**src/design/acsd_pkg.sv**
```systemverilog
// Shared types and constants for the accelerometer step detector.
// No dependencies; every design file but acsd_checker refers to it by scoped names.
package acsd_pkg;

  localparam int WINDOW_LEN_DEF = 10;

  localparam int MAG_W = 32;
  localparam int TIME_W = 32;
  localparam int DEB_W = 16;
  localparam int CFG_IDX_W = 2;
  localparam int CFG_DATA_W = 32;

  localparam logic [CFG_IDX_W-1:0] REG_PEAK_LEVEL = 2'd0;
  localparam logic [CFG_IDX_W-1:0] REG_VALLEY_LEVEL = 2'd1;
  localparam logic [CFG_IDX_W-1:0] REG_DEBOUNCE = 2'd2;

  localparam logic [MAG_W-1:0] PEAK_LEVEL_RST = 32'd386547057;
  localparam logic [MAG_W-1:0] VALLEY_LEVEL_RST = 32'd171798692;
  localparam logic [DEB_W-1:0] DEBOUNCE_RST = 16'd250;

  typedef struct packed {
    logic [MAG_W-1:0] peak_level_sq;
    logic [MAG_W-1:0] valley_level_sq;
    logic [DEB_W-1:0] debounce_ms;
  } cfg_t;

  typedef struct packed {
    logic valid;
    logic [TIME_W-1:0] now;
  } tag_t;

endpackage

```
**src/design/accel_step_detector_top.sv**
```systemverilog
// Accelerometer step detector, top level: ports, configuration registers,
// input register and pipeline control. Depends on acsd_pkg and its stages.
// An item passes the input, squaring, window and result registers in that order.
// Throughput: one item per cycle, set by the window compare and
// debounce loop of the decision stage; a stalled result holds the whole line.
// Reset (synchronous): window, step time and count cleared, registers at defaults.
module accel_step_detector_top #(
  parameter int WINDOW_LEN = acsd_pkg::WINDOW_LEN_DEF
) (
  input  logic clk,
  input  logic rst,
  input  logic in_valid,
  output logic in_stall,
  input  logic signed [15:0] accel_x,
  input  logic signed [15:0] accel_y,
  input  logic signed [15:0] accel_z,
  input  logic [31:0] now_ms,
  output logic out_valid,
  input  logic out_stall,
  output logic step_seen,
  output logic peak_found,
  output logic valley_found,
  output logic [31:0] steps_total,
  input  logic cfg_we,
  input  logic [acsd_pkg::CFG_IDX_W-1:0] cfg_index,
  input  logic [acsd_pkg::CFG_DATA_W-1:0] cfg_data
);

  acsd_pkg::cfg_t cfg;
  acsd_pkg::tag_t tag1;
  acsd_pkg::tag_t tag2;
  acsd_pkg::tag_t tag3;
  logic signed [15:0] ax;
  logic signed [15:0] ay;
  logic signed [15:0] az;
  logic [acsd_pkg::MAG_W-1:0] sq_x;
  logic [acsd_pkg::MAG_W-1:0] sq_y;
  logic [acsd_pkg::MAG_W-1:0] sq_z;
  logic [acsd_pkg::MAG_W-1:0] win [WINDOW_LEN];
  logic advance;

  assign advance = !(out_valid && out_stall);
  assign in_stall = !advance;

  always_ff @(posedge clk) begin
    if (rst) begin
      cfg.peak_level_sq <= acsd_pkg::PEAK_LEVEL_RST;
      cfg.valley_level_sq <= acsd_pkg::VALLEY_LEVEL_RST;
      cfg.debounce_ms <= acsd_pkg::DEBOUNCE_RST;
    end else if (cfg_we) begin
      case (cfg_index)
        acsd_pkg::REG_PEAK_LEVEL: cfg.peak_level_sq <= cfg_data;
        acsd_pkg::REG_VALLEY_LEVEL: cfg.valley_level_sq <= cfg_data;
        acsd_pkg::REG_DEBOUNCE: cfg.debounce_ms <= cfg_data[acsd_pkg::DEB_W-1:0];
        default: ;
      endcase
    end
  end

  always_ff @(posedge clk) begin
    if (rst) begin
      tag1.valid <= 1'b0;
    end else if (advance) begin
      tag1.valid <= in_valid;
    end
    if (advance) begin
      tag1.now <= now_ms;
      ax <= accel_x;
      ay <= accel_y;
      az <= accel_z;
    end
  end

  acsd_square u_square (
    .clk     (clk),
    .rst     (rst),
    .advance (advance),
    .tag_in  (tag1),
    .ax      (ax),
    .ay      (ay),
    .az      (az),
    .tag_out (tag2),
    .sq_x    (sq_x),
    .sq_y    (sq_y),
    .sq_z    (sq_z)
  );

  acsd_window #(.WINDOW_LEN(WINDOW_LEN)) u_window (
    .clk     (clk),
    .rst     (rst),
    .advance (advance),
    .tag_in  (tag2),
    .sq_x    (sq_x),
    .sq_y    (sq_y),
    .sq_z    (sq_z),
    .tag_out (tag3),
    .win     (win)
  );

  acsd_decide #(.WINDOW_LEN(WINDOW_LEN)) u_decide (
    .clk          (clk),
    .rst          (rst),
    .advance      (advance),
    .cfg          (cfg),
    .tag_in       (tag3),
    .win          (win),
    .out_valid    (out_valid),
    .step_seen    (step_seen),
    .peak_found   (peak_found),
    .valley_found (valley_found),
    .steps_total  (steps_total)
  );

endmodule

```
**src/design/acsd_square.sv**
```systemverilog
// Squaring stage: registers the square of each acceleration axis.
// Depends on acsd_pkg.
module acsd_square (
  input  logic clk,
  input  logic rst,
  input  logic advance,
  input  acsd_pkg::tag_t tag_in,
  input  logic signed [15:0] ax,
  input  logic signed [15:0] ay,
  input  logic signed [15:0] az,
  output acsd_pkg::tag_t tag_out,
  output logic [acsd_pkg::MAG_W-1:0] sq_x,
  output logic [acsd_pkg::MAG_W-1:0] sq_y,
  output logic [acsd_pkg::MAG_W-1:0] sq_z
);

  logic signed [acsd_pkg::MAG_W-1:0] px;
  logic signed [acsd_pkg::MAG_W-1:0] py;
  logic signed [acsd_pkg::MAG_W-1:0] pz;

  assign px = ax * ax;
  assign py = ay * ay;
  assign pz = az * az;

  always_ff @(posedge clk) begin
    if (rst) begin
      tag_out.valid <= 1'b0;
    end else if (advance) begin
      tag_out.valid <= tag_in.valid;
    end
    if (advance) begin
      tag_out.now <= tag_in.now;
      sq_x <= unsigned'(px);
      sq_y <= unsigned'(py);
      sq_z <= unsigned'(pz);
    end
  end

endmodule

```
**src/design/acsd_window.sv**
```systemverilog
// Magnitude window: sums the squares and shifts the result into a line
// kept in arrival order, oldest at index 0. Depends on acsd_pkg.
module acsd_window #(
  parameter int WINDOW_LEN = acsd_pkg::WINDOW_LEN_DEF
) (
  input  logic clk,
  input  logic rst,
  input  logic advance,
  input  acsd_pkg::tag_t tag_in,
  input  logic [acsd_pkg::MAG_W-1:0] sq_x,
  input  logic [acsd_pkg::MAG_W-1:0] sq_y,
  input  logic [acsd_pkg::MAG_W-1:0] sq_z,
  output acsd_pkg::tag_t tag_out,
  output logic [acsd_pkg::MAG_W-1:0] win [WINDOW_LEN]
);

  logic [acsd_pkg::MAG_W-1:0] mag;

  assign mag = sq_x + sq_y + sq_z;

  always_ff @(posedge clk) begin
    if (rst) begin
      tag_out.valid <= 1'b0;
      for (int i = 0; i < WINDOW_LEN; i++) begin
        win[i] <= '0;
      end
    end else if (advance) begin
      tag_out.valid <= tag_in.valid;
      if (tag_in.valid) begin
        for (int i = 0; i < WINDOW_LEN - 1; i++) begin
          win[i] <= win[i+1];
        end
        win[WINDOW_LEN-1] <= mag;
      end
    end
    if (advance) begin
      tag_out.now <= tag_in.now;
    end
  end

endmodule

```
**src/design/acsd_decide.sv**
```systemverilog
// Decision stage: peak and valley tests on the window middle, debounce,
// step count and the result register. Depends on acsd_pkg.
module acsd_decide #(
  parameter int WINDOW_LEN = acsd_pkg::WINDOW_LEN_DEF
) (
  input  logic clk,
  input  logic rst,
  input  logic advance,
  input  acsd_pkg::cfg_t cfg,
  input  acsd_pkg::tag_t tag_in,
  input  logic [acsd_pkg::MAG_W-1:0] win [WINDOW_LEN],
  output logic out_valid,
  output logic step_seen,
  output logic peak_found,
  output logic valley_found,
  output logic [31:0] steps_total
);

  localparam int MID = WINDOW_LEN / 2;

  logic [acsd_pkg::TIME_W-1:0] last_step_time;
  logic [31:0] step_counter;
  logic [31:0] step_counter_next;
  logic [acsd_pkg::TIME_W-1:0] elapsed;
  logic [acsd_pkg::MAG_W-1:0] mid;
  logic peak;
  logic valley;
  logic step;

  assign mid = win[MID];
  assign elapsed = tag_in.now - last_step_time;

  always_comb begin
    peak = mid > cfg.peak_level_sq;
    valley = mid < cfg.valley_level_sq;
    for (int i = 0; i < WINDOW_LEN; i++) begin
      if (i != MID) begin
        if (mid < win[i]) begin
          peak = 1'b0;
        end
        if (mid > win[i]) begin
          valley = 1'b0;
        end
      end
    end
    step = (peak || valley) &&
           (elapsed > {{(acsd_pkg::TIME_W - acsd_pkg::DEB_W){1'b0}}, cfg.debounce_ms});
    step_counter_next = step ? step_counter + 32'd1 : step_counter;
  end

  always_ff @(posedge clk) begin
    if (rst) begin
      out_valid <= 1'b0;
      last_step_time <= '0;
      step_counter <= '0;
    end else if (advance) begin
      out_valid <= tag_in.valid;
      if (tag_in.valid) begin
        step_counter <= step_counter_next;
        if (step) begin
          last_step_time <= tag_in.now;
        end
      end
    end
    if (advance && tag_in.valid) begin
      step_seen <= step;
      peak_found <= peak;
      valley_found <= valley;
      steps_total <= step_counter_next;
    end
  end

endmodule

```
**config.mk**
```make
export PLATFORM = sky130hd
export DESIGN_NAME = accel_step_detector_top
export DESIGN_NICKNAME = d
export VERILOG_FILES = /design/src/design/acsd_pkg.sv /design/src/design/accel_step_detector_top.sv /design/src/design/acsd_square.sv /design/src/design/acsd_window.sv /design/src/design/acsd_decide.sv
export SDC_FILE = /design/constraint.sdc
export NUM_CORES = 2
export LEC_CHECK = 0
export BUFFER_PORTS_ARGS = -buffer_cell sky130_fd_sc_hd__buf_2
export CORE_ASPECT_RATIO = 2
export CORE_MARGIN = 4
export CORE_UTILIZATION = 45
export CTS_CLUSTER_DIAMETER = 100
export DETAILED_ROUTE_END_ITERATION = 8
export GPL_TIMING_DRIVEN = 0
export HOLD_SLACK_MARGIN = 0.12
export PLACE_DENSITY = 0.66
export RECOVER_POWER = 100
export SLEW_MARGIN = 20
export SYNTH_ARGS = -nofsm -noshare
export SYNTH_HDL_FRONTEND = slang
export SYNTH_HIERARCHICAL = 1
export SYNTH_SLANG_ARGS = --single-unit
```
**constraint.sdc**
```tcl
create_clock -name clk -period 7.13 [get_ports clk]
set_clock_uncertainty 0.1 [all_clocks]
set_input_delay 0.3565 -clock clk [delete_from_list [all_inputs] [get_ports clk]]
set_output_delay 0.3565 -clock clk [all_outputs]
set_load 0.05 [all_outputs]
```
* Yosys cells after proc, flatten, opt, wreduce, memory -nomap -nowiden
Cells that the tools add are included.
Cells by class: add/sub/neg operators 4, multiply operators 3, divide/modulo/power cells 0, order comparisons 21, equal/unequal tests 2, shift operators 0, mux-type cells 19, bitwise operators 1, reduce and logical (&&, ||, !) cells 12
Operator list (count):
- greater-than comparator 32 bit | 10
- less-than comparator 32 bit | 10
- multiplier 16 x 16 -> 32 bit | 3
- adder 32 bit | 2
- adder 32 x 1 -> 32 bit (second input constant) | 1
- greater-than comparator 32 x 16 -> 1 bit | 1
- 2-to-1 mux 32 bit | 1
- subtractor 32 bit | 1
- 2-to-1 mux 1 bit | 18
- AND reduction 2 bit | 5
- logical AND 1 bit | 3
- AND reduction 3 bit | 1
- equality test 2 x 1 -> 1 bit (second input constant) | 1
- equality test 2 bit (second input constant) | 1
- zero test 2 bit | 1
- zero test 1 bit | 1
- logical OR 1 bit | 1
- inverter 1 bit | 1
Storage, ports and cells: flip-flop bits (word level) 743, bits in latches 0, memory bits (writable) 0, bits in read-only memories 0, input bits 119, output and inout port bits 37, word-level logic and storage cells 94, memories kept 0

* Logic depth before layout (Yosys ltp)
word-level depth 13, gate-level depth with buffers 25

* Cells and area by module
The synthesis kept the hierarchy.
By module, submodules not included:
- acsd_square | times used 1, cells an instance 3103, area an instance 30793.3 um^2, seq. area each 3773.6 um^2
- acsd_decide | times used 1, cells an instance 2151, area an instance 16348.2 um^2, seq. area each 2352.3 um^2
- acsd_window | times used 1, cells an instance 1700, area an instance 14249.9 um^2, seq. area each 7387.1 um^2
- accel_step_detector_top | times used 1, cells an instance 412, area an instance 5770.5 um^2, seq. area each 4023.9 um^2

* Worst setup path after synthesis
Ideal clock, no wire load.
path type reg2reg, from register u_decide.out_valid, to register u_decide.step_counter[30], setup time 121 ps, arrival time 6814 ps, required time 6909 ps, setup slack 95 ps, cell stages (with the launch flop) 9, buffers on the path 0, clock period less this slack 7035 ps, path through dfxtp_1 > nand2_1 > nand2_1 > inv_1 > nand2_1 > nor2_1 > nand3_1 > nor3_1 > mux2_2
Between the ends: cells in the longest elaborated chain, start to end 3
Ends and longest elaborated chain:
- from (decl) | line acsd_decide.sv:12 | output logic out_valid,
- from (signal assigned) | line acsd_decide.sv:57 | out_valid <= tag_in.valid;
- logical AND 1 bit | line accel_step_detector_top.sv:42 | assign advance = !(out_valid && out_stall);
- inverter 1 bit (no line)
- AND reduction 2 bit (no line)
- to (signal assigned) | line acsd_decide.sv:59 | step_counter <= step_counter_next;
- to (decl) | line acsd_decide.sv:22 | logic [31:0] step_counter;
Every way passes these cells. A chain may end at the register's enable or synchronous reset.

* Worst setup path after layout
from register ay[4], to register u_square/sq_y[29] in the netlist's numbering (data pin)
Between the ends: cells in the longest elaborated chain, start to end 1
Ends and longest elaborated chain:
- from (decl) | line accel_step_detector_top.sv:34 | logic signed [15:0] ay;
- from (signal assigned) | line accel_step_detector_top.sv:69 | ay <= accel_y;
- multiplier 16 x 16 -> 32 bit | line acsd_square.sv:22 | assign py = ay * ay;
- net u_square.py (one bit) | line acsd_square.sv:18 | logic signed [acsd_pkg::MAG_W-1:0] py;
- to (signal assigned) | line acsd_square.sv:34 | sq_y <= unsigned'(py);
- to (decl) | line acsd_square.sv:13 | output logic [acsd_pkg::MAG_W-1:0] sq_y,
The timed path passes the listed nets, and every way through them passes these cells.

==> flow_summary.yaml <==
run_status:
  status: "finished with violations"
  failed_checks: "capacitance limit, slew limit"
critical_path:
  slowest_delay_ps: 590
  worst_setup_path_start_kind: "flop"
  timing.reg2reg.setup_slack_ps: 190
  cpMostUsedCell: "sky130_fd_sc_hd__fa_1"
  worstSetupEndpointType: "flop"
  path_max_fanout: 10
  cp_slowest_cell: "sky130_fd_sc_hd__fa_1"
  cp.arrival_ps: 7240
  rr_endpoint: "u_square/sq_y[29]"
  reg2regPathDepth: 20
  setup.worst_path.class: "reg -> reg"
  cp_cell_sequence: "clkbuf_8 > clkbuf_8 > nand2_1 > fa_1 > fa_1 > fa_1 > inv_1 > fa_1 > fa_1 > inv_1 > fa_1 > inv_1 > ha_4 > and3_4 > a221oi_4 > o221ai_1 > a21o_1 > a2111oi_4 > nor2_1 > a21oi_2"
  r2r_start: "ay[4]"
  cp_data_required_time_ps: 7430
synth:
  yosys-top-cells-area: "sky130_fd_sc_hd__fa_1 (22%), sky130_fd_sc_hd__dfxtp_1 (14%), sky130_fd_sc_hd__ha_1 (13%)"
  yosys.cell_types.count: 102
  post_synth_inst_count: 7366
  synthesis.area_per_instance_um2: 9.12
  post-synth-top-area-cell: "sky130_fd_sc_hd__fa_1"
  synth.yosys.warnings: 6
  synth.ff_latch_count: 740
  synth_sequential_area_ratio_pct: 26.1
  syn-cell-area_mm2: 0.0672
  predominant_post_synthesis_flop_cell: "sky130_fd_sc_hd__dfxtp_1"
  ys_async_sr_fraction_pct: 0
  yosysTopAreaCellShare_pct: 22.0
  synth-edff-count: 272
floorplan:
  core_area_mm2: 0.148
  ioPinCount: 156
  placement_row_count: 200
  chipHeight_um: 554
  floorplan.initialDensity_pct: 45.3
  dieArea_mm2: 0.156
  die_width_um: 281
sta:
  max_freq_ghz: 0.144
  maxSlewHeadroom_pct: -103
  final_max_slew_viol_count: 237
  period_needed_ps: 6940
  rsz0062_at_grt: "no"
  tightest_slew_ps: 3040
  final_worst_hold_slack_ps: 289
  finalCritPeriodShare_pct: 97.3
  setup_viol: 0
  report.final.hold_viol_count: 0
  setup-tns-final_ps: 0
global_route:
  first_global_vias: 57550
  grt_usage_pct: 26.0
  grt_max_degree: 55
  grt_first_pass_wirelength_mm: 310
  global_route.overflow_total: 0
  antenna_found_initial: 2
cells_and_area:
  area.growth.synth_to_final_pct: 11.1
  mostFrequentLayoutCell: "sky130_fd_sc_hd__inv_1"
  fillerInstances: 13946
  layout.nets: 9303
  mostFrequentLayoutCells: "sky130_fd_sc_hd__inv_1 (1,397), sky130_fd_sc_hd__nand2_1 (989), sky130_fd_sc_hd__fa_1 (733), sky130_fd_sc_hd__ha_1 (693), sky130_fd_sc_hd__a21oi_1 (582)"
  drive_gt1_share_pct: 6.00
  finalNonFillerCells: 9733
clock_network:
  clock_tree.buffer_depth: 3
  cts.sink_count: 740
  cts_buffers: 77
  tritoncts: "yes"
  cts_root_buf: "sky130_fd_sc_hd__clkbuf_16"
  clk_latency_ps: 680
  cts_max_level: 3
  clkSlewWorstSetupHoldPaths_ps: 70
placed_design:
  dp.cells: 9449
  dpl.hpwl_mm: 167
  gp_routability_congestion: 0.964
  io_buffer_count: 155
hold_path:
  timing.hold.worst.class: "in -> reg"
  min_delay_path_depth: 2
  hold_path_startpoint: "accel_y[4]"
  worstHoldEndpoint: "ay[4]"
route:
  drc: 0
  num_vias: 52723
  wl_mm: 203
  final_antenna_net_count: 0
  drt_first_iter_violations: 2225
  drt_pre_antenna_iters: 5
  vias_per_cell: 5.42
  avgRoutedWirePerCell_um: 20.8
flow_run:
  max-cap-violations: 5
-- layout make-up --
cell class	instances	area, µm²	share of cell area (%)
antenna	2	5.00	0.00670
buffer	267	1240	1.66
clock buffer	95	2090	2.80
clock inverter	47	518	0.694
inverter	1401	5260	7.04
multi-input combinational	4953	43400	58.1
sequential	740	17500	23.5
tap	1919	2400	3.22
timing repair buffer	309	2200	2.94
-- repair_timing --
action,in CTS,in global routing
cloned,0,0
hold buffers,120,0
resized for setup,52,69
buffers inserted,22,3
endpoints found under the hold margin,176,0
endpoints found under the setup margin,24,23
pin swaps,7,8
-- critical path: cells and delay by family (launching register included) --
kind | cells | cell delay, ps
compound gates | 5 | 1660
fa+ha+maj | 7 | 3470
simple gates | 3 | 400
flops | 1 | 450
buf+inv | 5 | 590
-- sequential cells by signal, summed over array words and instances (netlist names) --
register and count:
cfg 80, u_square/sq_y 31, u_square/sq_x 31, u_square/sq_z 31, u_decide/step_counter 32, u_decide/out_valid 1
u_window/tag_out 33, u_decide/valley_found 1, az 16, u_decide/steps_total 32, u_decide/last_step_time 32, ay 16
u_square/tag_out 33, u_window/win 320, ax 16, u_decide/peak_found 1, tag1 33, u_decide/step_seen 1
-- synthesized netlist by cell type, drive strengths merged, types with 6 or more instances --
cell / instances
a211oi: 44
a21oi: 586
nand3: 74
or3: 9
nor2: 279
o21a: 21
nand3b: 9
o211ai: 29
nor2b: 55
inv: 1400
o21ai: 147
nand2: 991
mux2: 28
a211o: 16
clkbuf: 226
ha: 697
nor3b: 10
o31ai: 47
fa: 738
and2: 135
a31o: 15
nor4: 38
nor3: 80
o21bai: 22
a221o: 6
or4: 42
nand2b: 139
or2: 18
and4: 17
xor2: 77
and3: 39
a21boi: 8
buf: 48
o211a: 6
a21o: 92
edfxtp: 272
a2111oi: 16
mux2i: 87
a31oi: 24
dfxtp: 468
xnor2: 119
a221oi: 17
nand4: 106
-- how the worst max path moves through the flow --
| stage | start | to | cells after the start |
|---|---|---|---|
| after global placement | out_stall | u_decide/step_counter[30] | 9 |
| after detailed placement | ay[4] | u_square/sq_y[29] | 20 |
| after global routing | ax[8] | u_square/sq_x[29] | 20 |
| after floorplan | u_decide/out_valid | u_decide/step_counter[30] | 8 |
| after CTS | ay[3] | u_square/sq_y[30] | 22 |
| final | ay[4] | u_square/sq_y[29] | 20 |
-- logic make-up (layout without fill, tap and decap cells) --
family / count (synthesis) / after routing / share of synthesized area (%)
AO/OA/AOI/OAI: 1149 / 1149 / 10.6
XOR/XNOR: 196 / 196 / 2.56
adder cells (fa/ha/maj): 1435 / 1435 / 35.0
buffers and inverters: 1675 / 2119 / 9.55
flip-flops: 740 / 740 / 26.1
multiplexers: 115 / 115 / 1.77
other: 1 / 5 / 0.00558
AND/OR/NAND/NOR: 2055 / 2055 / 14.4
-- per-layer routing --
metal	track usage [%]	part of all wire, %
met5	0	0
met1	21.3	29
met2	51.0	55
met4	25.4	12
met3	3.05	3.5
-- through the flow --
step / util [%] / setup slack (ps) / cell area, µm²
5_1_grt: 50.3 / 2.70 / 74600
3_3_place_gp: 47.4 / -3800 / 70300
6_report: 50.3 / 190 / 74600
4_1_cts: 50.3 / 2.36 / 74700
2_1_floorplan: - / 95.3 / 67200
3_5_place_dp: 47.5 / -1090 / 70500
Power is not shown: default switching activity piles up to over one toggle a cycle in this logic, so the estimate is an artifact.
